===== src/rtl/efbt_pkg.sv =====
// Shared types for the expiring flow block table: operation codes, the
// broadcast item, the carry that walks the cell chain and the install command.
// No dependencies.
package efbt_pkg;

  localparam int unsigned IdxMaxW = 8;
  localparam int unsigned CntMaxW = 9;

  typedef enum logic [1:0] {
    OpStart  = 2'd0,
    OpAppend = 2'd1,
    OpLookup = 2'd2
  } op_e;

  typedef enum logic [1:0] {
    StIdle    = 2'd0,
    StWalk    = 2'd1,
    StInstall = 2'd2,
    StFin     = 2'd3
  } state_e;

  localparam logic [1:0] StatusAdded    = 2'd0;
  localparam logic [1:0] StatusPresent  = 2'd1;
  localparam logic [1:0] StatusRejected = 2'd2;
  localparam logic [1:0] StatusAppended = 2'd3;

  localparam logic [2:0] ModeServer = 3'd1;
  localparam logic [2:0] ModeClient = 3'd2;

  typedef struct packed {
    op_e                op;
    logic [31:0]        now;
    logic [2:0]         mode;
    logic [31:0]        cip;
    logic [31:0]        sid;
    logic [31:0]        ep_ip;
    logic [15:0]        ep_port;
    logic [IdxMaxW-1:0] bslot;
    logic               discard;
    logic [31:0]        sip;
    logic [31:0]        dip;
    logic [15:0]        dport;
  } item_t;

  typedef struct packed {
    logic               valid;
    logic               found;
    logic [IdxMaxW-1:0] slot;
    logic               have_idle;
    logic [IdxMaxW-1:0] idle;
    logic [CntMaxW-1:0] cleared;
    logic               appended;
    logic               bslot_live;
  } carry_t;

  typedef struct packed {
    logic               valid;
    logic [IdxMaxW-1:0] slot;
    logic [2:0]         mode;
    logic [31:0]        cip;
    logic [31:0]        sid;
    logic [31:0]        end_t;
    logic [31:0]        ep_ip;
    logic [15:0]        ep_port;
  } install_t;

endpackage


===== src/rtl/efbt_cell.sv =====
// One table slot of the expiring flow block table: rule fields and endpoints.
// Acts on the carry from its left neighbour and hands it on through a register.
// Depends on efbt_pkg.
module efbt_cell #(
  parameter int unsigned IDX           = 0,
  parameter int unsigned MAX_ENDPOINTS = 8
) (
  input  logic              clk_i,
  input  logic              rst_ni,
  input  efbt_pkg::item_t    item_i,
  input  efbt_pkg::install_t inst_i,
  input  efbt_pkg::carry_t   carry_i,
  output efbt_pkg::carry_t   carry_o
);

  localparam int unsigned EW = $clog2(MAX_ENDPOINTS + 1);
  localparam int unsigned AW = (MAX_ENDPOINTS > 1) ? $clog2(MAX_ENDPOINTS) : 1;

  logic [1:0]    mode_q;
  logic [31:0]   client_q;
  logic [31:0]   sid_q;
  logic [31:0]   end_q;
  logic [EW-1:0] cnt_q;
  logic [31:0]   ep_addr_q [MAX_ENDPOINTS];
  logic [15:0]   ep_port_q [MAX_ENDPOINTS];

  efbt_pkg::carry_t carry_d, carry_q;
  logic live, expired, ep_hit, key_hit, clr, app, inst_me;
  logic [2:0] mode_x;

  assign mode_x  = {1'b0, mode_q};
  assign live    = (mode_q != 2'd0);
  assign expired = (end_q <= item_i.now);
  assign inst_me = inst_i.valid && (inst_i.slot == efbt_pkg::IdxMaxW'(IDX));
  assign key_hit = (mode_x == item_i.mode) && (sid_q == item_i.sid) &&
                   ((item_i.mode == efbt_pkg::ModeServer) || (client_q == item_i.cip));

  always_comb begin
    ep_hit = 1'b0;
    for (int j = 0; j < MAX_ENDPOINTS; j++) begin
      if ((j < int'(cnt_q)) && (ep_addr_q[j] == item_i.dip) &&
          ((ep_port_q[j] == 16'd0) || (ep_port_q[j] == item_i.dport))) begin
        ep_hit = 1'b1;
      end
    end
  end

  always_comb begin
    carry_d = carry_i;
    clr     = 1'b0;
    app     = 1'b0;
    if (carry_i.valid) begin
      case (item_i.op)
        efbt_pkg::OpStart: begin
          if (live && expired) begin
            clr             = 1'b1;
            carry_d.cleared = carry_i.cleared + efbt_pkg::CntMaxW'(1);
            if (!carry_i.have_idle) begin
              carry_d.have_idle = 1'b1;
              carry_d.idle      = efbt_pkg::IdxMaxW'(IDX);
            end
          end else if (live) begin
            if (key_hit && !carry_i.found) begin
              carry_d.found = 1'b1;
              carry_d.slot  = efbt_pkg::IdxMaxW'(IDX);
            end
          end else if (!carry_i.have_idle) begin
            carry_d.have_idle = 1'b1;
            carry_d.idle      = efbt_pkg::IdxMaxW'(IDX);
          end
        end
        efbt_pkg::OpAppend: begin
          if ((item_i.bslot == efbt_pkg::IdxMaxW'(IDX)) && !item_i.discard && live) begin
            carry_d.bslot_live = 1'b1;
            carry_d.slot       = efbt_pkg::IdxMaxW'(IDX);
            if (int'(cnt_q) < MAX_ENDPOINTS) begin
              app              = 1'b1;
              carry_d.appended = 1'b1;
            end
          end
        end
        efbt_pkg::OpLookup: begin
          if (!carry_i.found && live) begin
            if (!expired) begin
              if (((mode_x == efbt_pkg::ModeServer) ||
                   ((mode_x == efbt_pkg::ModeClient) && (client_q == item_i.sip))) &&
                  ep_hit) begin
                carry_d.found = 1'b1;
                carry_d.slot  = efbt_pkg::IdxMaxW'(IDX);
              end
            end else begin
              clr             = 1'b1;
              carry_d.cleared = carry_i.cleared + efbt_pkg::CntMaxW'(1);
            end
          end
        end
        default: begin
        end
      endcase
    end
  end

  always_ff @(posedge clk_i or negedge rst_ni) begin
    if (!rst_ni) begin
      carry_q <= '0;
      mode_q  <= 2'd0;
      cnt_q   <= '0;
    end else begin
      carry_q <= carry_d;
      if (inst_me) begin
        mode_q <= inst_i.mode[1:0];
        cnt_q  <= EW'(1);
      end else if (clr) begin
        mode_q <= 2'd0;
        cnt_q  <= '0;
      end else if (app) begin
        cnt_q <= cnt_q + EW'(1);
      end
    end
  end

  always_ff @(posedge clk_i) begin
    if (inst_me) begin
      client_q     <= (inst_i.mode == efbt_pkg::ModeClient) ? inst_i.cip : 32'd0;
      sid_q        <= inst_i.sid;
      end_q        <= inst_i.end_t;
      ep_addr_q[0] <= inst_i.ep_ip;
      ep_port_q[0] <= inst_i.ep_port;
    end else if (app) begin
      ep_addr_q[cnt_q[AW-1:0]] <= item_i.ep_ip;
      ep_port_q[cnt_q[AW-1:0]] <= item_i.ep_port;
    end
  end

  assign carry_o = carry_q;

endmodule


===== config.mk =====
export PLATFORM = sky130hd
export DESIGN_NAME = efbt_cell
export DESIGN_NICKNAME = d
export VERILOG_FILES = /design/src/rtl/efbt_pkg.sv /design/src/rtl/efbt_cell.sv
export SDC_FILE = /design/constraint.sdc
export NUM_CORES = 1
export LEC_CHECK = 0
export BUFFER_PORTS_ARGS = -buffer_cell sky130_fd_sc_hd__buf_2
export CAP_MARGIN = 10
export CORE_AREA = 2 2 311 313
export CTS_CLUSTER_DIAMETER = 120
export DETAILED_ROUTE_END_ITERATION = 12
export DIE_AREA = 0 0 313 315
export SYNTH_ARGS = -nofsm -noshare
export SYNTH_HDL_FRONTEND = slang
export SYNTH_SLANG_ARGS = --single-unit
export TNS_END_PERCENT = 1

===== constraint.sdc =====
create_clock -name clk_i -period 11.5 [get_ports clk_i]
set_clock_uncertainty 0.1 [all_clocks]
set_input_delay 1.15 -clock clk_i [delete_from_list [all_inputs] [get_ports clk_i]]
set_output_delay 1.15 -clock clk_i [all_outputs]
set_load 0.05 [all_outputs]

# After elaboration in Yosys (flattened, before gate mapping)
# Memories as Yosys holds them, arrays and structs flattened.
# Index checks and enable logic that the tools add are counted.
[totals]
ff_bits = 132
ramBits = 384
inputBits = 426
out_inout_bits = 30
word_cells = 161
memories = 2
[op_classes]
add_sub_neg = 2
n_lt_le_gt_ge = 10
eq_ne = 26
n_mux = 54
n_reduce_logical = 54
[memory_table]
columns = ["memory", "depth", "width", "read_ports", "rd_clocked_by_memory_dff", "wr", "line", "rtl"]
rows = [
  ["ep_addr_q", 8, 32, 8, 0, 1, "efbt_cell.sv:24", "logic [31:0] ep_addr_q [MAX_ENDPOINTS];"],
  ["ep_port_q", 8, 16, 8, 0, 1, "efbt_cell.sv:25", "logic [15:0] ep_port_q [MAX_ENDPOINTS];"],
]
[op_table]
columns = ["cell", "n"]
rows = [
  ["$eq 32x32->1", 11],
  ["$eq 16x16->1", 8],
  ["$logic_not 16->1", 8],
  ["$mux 9", 12],
  ["$le 32x32->1", 1],
  ["$mux 32", 1],
  ["$reduce_or 32->1", 1],
  ["$mux 29", 1],
  ["$logic_and 1x1->1", 26],
  ["$mux 1", 24],
  ["$pmux 8 s3", 1],
  ["$pmux 9 s2", 1],
  ["$logic_not 8->1", 2],
  ["$lt 3x4->1 const A", 4],
  ["$mux 16", 1],
  ["$mux 8", 2],
  ["$reduce_or 16->1", 1],
  ["$mux 4", 3],
  ["$logic_or 1x1->1", 10],
  ["$add 9x1->9 const B", 1],
  ["$lt 1x4->1 const A", 2],
  ["$lt 2x4->1 const A", 2],
  ["$mux 2", 4],
  ["$mux 3", 2],
  ["other kinds (12)", 17],
]

# Depth between registers and ports, before layout
# An unclocked memory read counts as a cell.
[depth]
word_depth = 18
mapped_depth = 10
mapped_depth_nobuf = 9

# Worst setup path before layout
# OpenSTA, ideal clock, no wires.
[synth_timing]
path_kind = "input-to-reg"
startpoint = "in inst_i[155] in the netlist's numbering"
endpoint = "mem ep_addr_q[6][0] (enable)"
setup_time_ns = 0.573
arrival_ns = 7.612
required_time_ns = 10.827
setup_slack_ns = 3.215
stages = 4
n_path_buf = 0
cell_sequence = "nor2b_1 > nand4_1 > inv_1 > nor4_1"
[synth_via]
elab_chain_cells = 5
elab_cells_between_ends = 8
cone_classes = "mux (6); reduce/logical (2)"
[synth_rtl]
columns = ["item", "line", "rtl"]
rows = [
  ["from (decl)", "efbt_cell.sv:11", "input efbt_pkg::install_t inst_i,"],
  ["$logic_and 1x1->1 *", "efbt_cell.sv:34", "assign inst_me = inst_i.valid && (inst_i.slot == efbt_pkg::IdxMaxW'(IDX));"],
  ["named net inst_me", "efbt_cell.sv:28", "logic live, expired, ep_hit, key_hit, clr, app, inst_me;"],
  ["$mux 1", "efbt_cell.sv:123", "if (inst_me) begin"],
  ["$mux 1 (implied by the code)", "efbt_cell.sv:130", "ep_addr_q[cnt_q[AW-1:0]] <= item_i.ep_ip;"],
  ["$reduce_or 32->1 (no source line)", "--", ""],
  ["$mux 3 (no source line) or $mux 1 (tied branches)", "--", ""],
  ["to (decl)", "efbt_cell.sv:24", ""],
]
# The timed path passes the listed nets; every way through them passes the cells marked *.

# Worst setup path after layout
[layout_timing]
startpoint = "in item_i[237] in the netlist's numbering"
endpoint = "mem ep_addr_q[1][17] (enable)"
[layout_via]
elab_chain_cells = 8
elab_cells_between_ends = 9
cone_classes = "eq/ne (1); mux (7); reduce/logical (1)"
[layout_rtl]
columns = ["item", "line", "rtl"]
rows = [
  ["from (decl)", "efbt_cell.sv:10", "input efbt_pkg::item_t item_i,"],
  ["$eq 2x1->1 *", "efbt_cell.sv:53", "case (item_i.op)"],
  ["$mux 1 *", "efbt_cell.sv:53", ""],
  ["$mux 1 *", "efbt_cell.sv:52", "if (carry_i.valid) begin"],
  ["$mux 1 *", "efbt_cell.sv:129", "end else if (app) begin"],
  ["$mux 1 *", "efbt_cell.sv:123", ""],
  ["$mux 1 (implied by the code) *", "efbt_cell.sv:130", ""],
  ["$reduce_or 32->1 (no source line)", "--", ""],
  ["$mux 3 (no source line) or $mux 1 (tied branches)", "--", ""],
]
# Every way passes the cells marked *; elsewhere a longest branch is shown, timed or not.

==> results.yml <==
yosys:
  ys_top_cells_by_count: "edfxtp_1, xor2_1, nor4_1"
  syn-num-nets: 2057
  synth_cells: 1595
  syn_area_mm2: 0.02366
  yosys_warnings: 0
  synthDistinctLibCells: 58
  yosysMostFrequentCell: "edfxtp_1"
  ys_seq_area_share_pct: 64.73
  netlist.area_leader.share_pct: 60.92
  synth_edf_count: 480
  ys.flop_type: "edfxtp_1"
  avgSynthCellArea_um2: 14.83
  synth_area_leaders: "edfxtp_1, xor2_1, dfrtp_1"
  yosysTopAreaCell: "edfxtp_1"
  synth-seq-cells: 516
  async_flop_share_pct: 6.977
power:
  internal-power_mw: 3.229
  leakagePower_nw: 10.57
  ir_drop_mv: 0.1307
  switching_share_pct: 23.51
  clkPwrFrac_pct: 43.5
  seqPwrFrac_pct: 48.9
  power_density_mw_per_mm2: 144.5
  pwr-share-comb_pct: 7.6
  p_sw_uw: 992.3
clock_network:
  cts_tree: "yes"
  cts_max_level: 2
  max-clock-path-buffers: 3
  cts_setup_buffers: 0
  cts-hold-fix-buffers: 0
  clkTransAtPathRegs_ps: 60
  cts_inserted_buffers: 56
  cts_resized: 0
  cts_sinks: 516
  cts-root-buf: "clkbuf_16"
  clk_latency_ps: 670
drt:
  drt_iter0_markers: 1153
  drcViolationCount: 0
  wl_per_cell_um: 22.84
  routed_via_density: 4.381
  num_vias: 14830
  first_pass_iters: 5
  final_antenna_net_count: 0
  wirelength_um: 77290
setup_path:
  crit_path_start_kind: "input pin"
  worstReg2RegEnd: "ep_addr_q[1][17]"
  startpoint: "item_i[237]"
  r2r_start: "mode_q[1]"
  r2r_setup_slack_ps: 7060
  cp_max_fo: 49
  critPathKind: "in2reg"
  required_ps: 11680
  critPathArrivalTime_ps: 5130
  endpoint: "ep_addr_q[1][17]"
  cp-end-kind: "register"
  ff2ff_path_depth: 8
floorplanning:
  core_region_area_mm2: 0.09571
  start_util_pct: 24.72
  rows: 114
  num_io_pins: 456
  dieArea_mm2: 0.09860
  die_y_um: 315
  die_w_um: 313
placement:
  dp_hpwl_um: 59620
  port_buffers: 455
  pre_cts_ws_ps: 5666
  dp.cells: 3276
  gp_congestion: 0.8757
run_status:
  status: "finished clean"
sta:
  post-route-period-util_pct: 43.08
  report.final.slew_viol_count: 0
  setup_viol: 0
  timing.final.ws_setup_ps: 6545
  hold_viol: 0
  worstMarginPinSlew_ps: 936.1
  relSlewSlack_pct: 37.59
  rsz0062_at_grt: "false"
  tns_ps: 0
  fmax_mhz: 201.8
  period_needed_ps: 4955
global_route:
  grt_pass1_vias: 15020
  grt_pass1_wl_um: 107400
  antenna_found_initial: 33
  grt_max_degree: 65
  overflow: 0
  track_usage_pct: 15.32
layout:
  final_layout_size_suffix_gt1_share_pct: 29.29
  nets: 2520
  areaGrowthSynthToFinish_pct: 23.51
  final_core_util_pct: 30.53
  final_cells: 3384
  fill_cells: 9571
hold_path:
  hold_path.class: "reg2reg"
  hold_depth: 2
flow_run:
  cap_violations: 0
## flip-flops by register name, indices dropped and copies added, names as in the netlist
register / flops
end_q: 32
client_q: 32
ep_port_q: 128
sid_q: 32
carry_o: 30
mode_q: 2
ep_addr_q: 256
cnt_q: 4
## power groups by stage
stage          Clock, mW  Combinational, mW  Sequential [mW]
2_1_floorplan          0              0.142             2.12
3_3_place_gp           0              0.324             2.10
3_5_place_dp           0              0.324             2.10
4_1_cts             1.87              0.326             2.07
5_1_grt             1.94              0.348             2.06
6_report            1.84              0.322             2.06
## stage by stage
| stage | hold WS (ps) | power (mW) | cell area (µm²) |
|---|---|---|---|
| finish | 529.5 | 4.222 | 29220 |
| floorplan | 451.7 | 2.267 | 23660 |
| CTS | 537.6 | 4.265 | 29210 |
| detailed placement | 523.0 | 2.428 | 27330 |
| global route | 561.9 | 4.351 | 29220 |
| global placement | 510.7 | 2.429 | 27330 |
## routing by layer
layer  vias up  share of wire, %  GRT usage (%)
li1       6804                 -              -
met1      7182                41          19.43
met2       684                47          24.96
met3       125               9.0          4.664
met4        30               2.7          4.861
met5         -              0.25              0
## layout make-up
| class | instances | area (µm²) | share of cell area, % |
|---|---|---|---|
| inverter | 45 | 171.4 | 0.5866 |
| multi-input combinational | 972 | 7880 | 26.97 |
| timing repair buffer | 467 | 2367 | 8.101 |
| sequential | 516 | 15310 | 52.41 |
| clock buffer | 66 | 1459 | 4.993 |
| tap | 1276 | 1597 | 5.464 |
| clock inverter | 37 | 419.2 | 1.434 |
| antenna | 5 | 12.51 | 0.04282 |
## how the worst min path moves through the flow
stage	slack, ps	to	from
after detailed placement	520	mode_q[0]	mode_q[0]
after global routing	560	end_q[2]	inst_i[50]
after floorplan	450	mode_q[0]	mode_q[0]
after CTS	540	mode_q[0]	mode_q[0]
final	530	mode_q[0]	mode_q[0]
after global placement	510	mode_q[0]	mode_q[0]
## cells in the final DEF, fill, tap and decap left out, types with 4 or more instances in the layout
master	Yosys	final
a21o_1	7	7
nand4_1	52	52
nor4_1	141	140
bufinv_16	0	6
nand3_1	17	17
nor2_4	0	5
nand2b_1	4	4
buf_2	48	455
and2_1	34	34
inv_1	45	44
nor3_1	16	16
xor2_1	421	421
diode_2	0	5
ha_1	36	36
nor2b_1	12	12
mux2_4	9	9
nor2_1	19	14
clkbuf_1	5	8
a21oi_1	13	13
mux2_2	40	40
o21ai_0	8	8
a221oi_1	8	8
a211oi_1	4	4
nand2_1	18	18
clkinv_1	0	14
and3_1	4	4
dfrtp_1	36	36
clkinv_2	0	7
edfxtp_1	480	480
a2111oi_0	5	5
xnor2_1	70	70
clkbuf_16	0	56
buf_4	4	12
## critical path: stages
cell and delay (ps):
buf_2 180, nor4_2 500, nand4b_1 270, or3_1 560
nor2_8 160, buf_4 710, nand2_4 190, nor3_4 740
buf_4 600
## kinds of logic after synthesis
logic type,count (synthesis),share of synthesized area [%]
muxes,50,2.523
xor gates and xnor gates,491,18.18
buffers and inverters,107,2.226
adders and majority gates,36,1.904
DFF,516,64.73
AOI/OAI and AO/OA,62,1.936
and+or+nand+nor,333,8.504
Note: power is estimated with default switching activity, not from simulation.
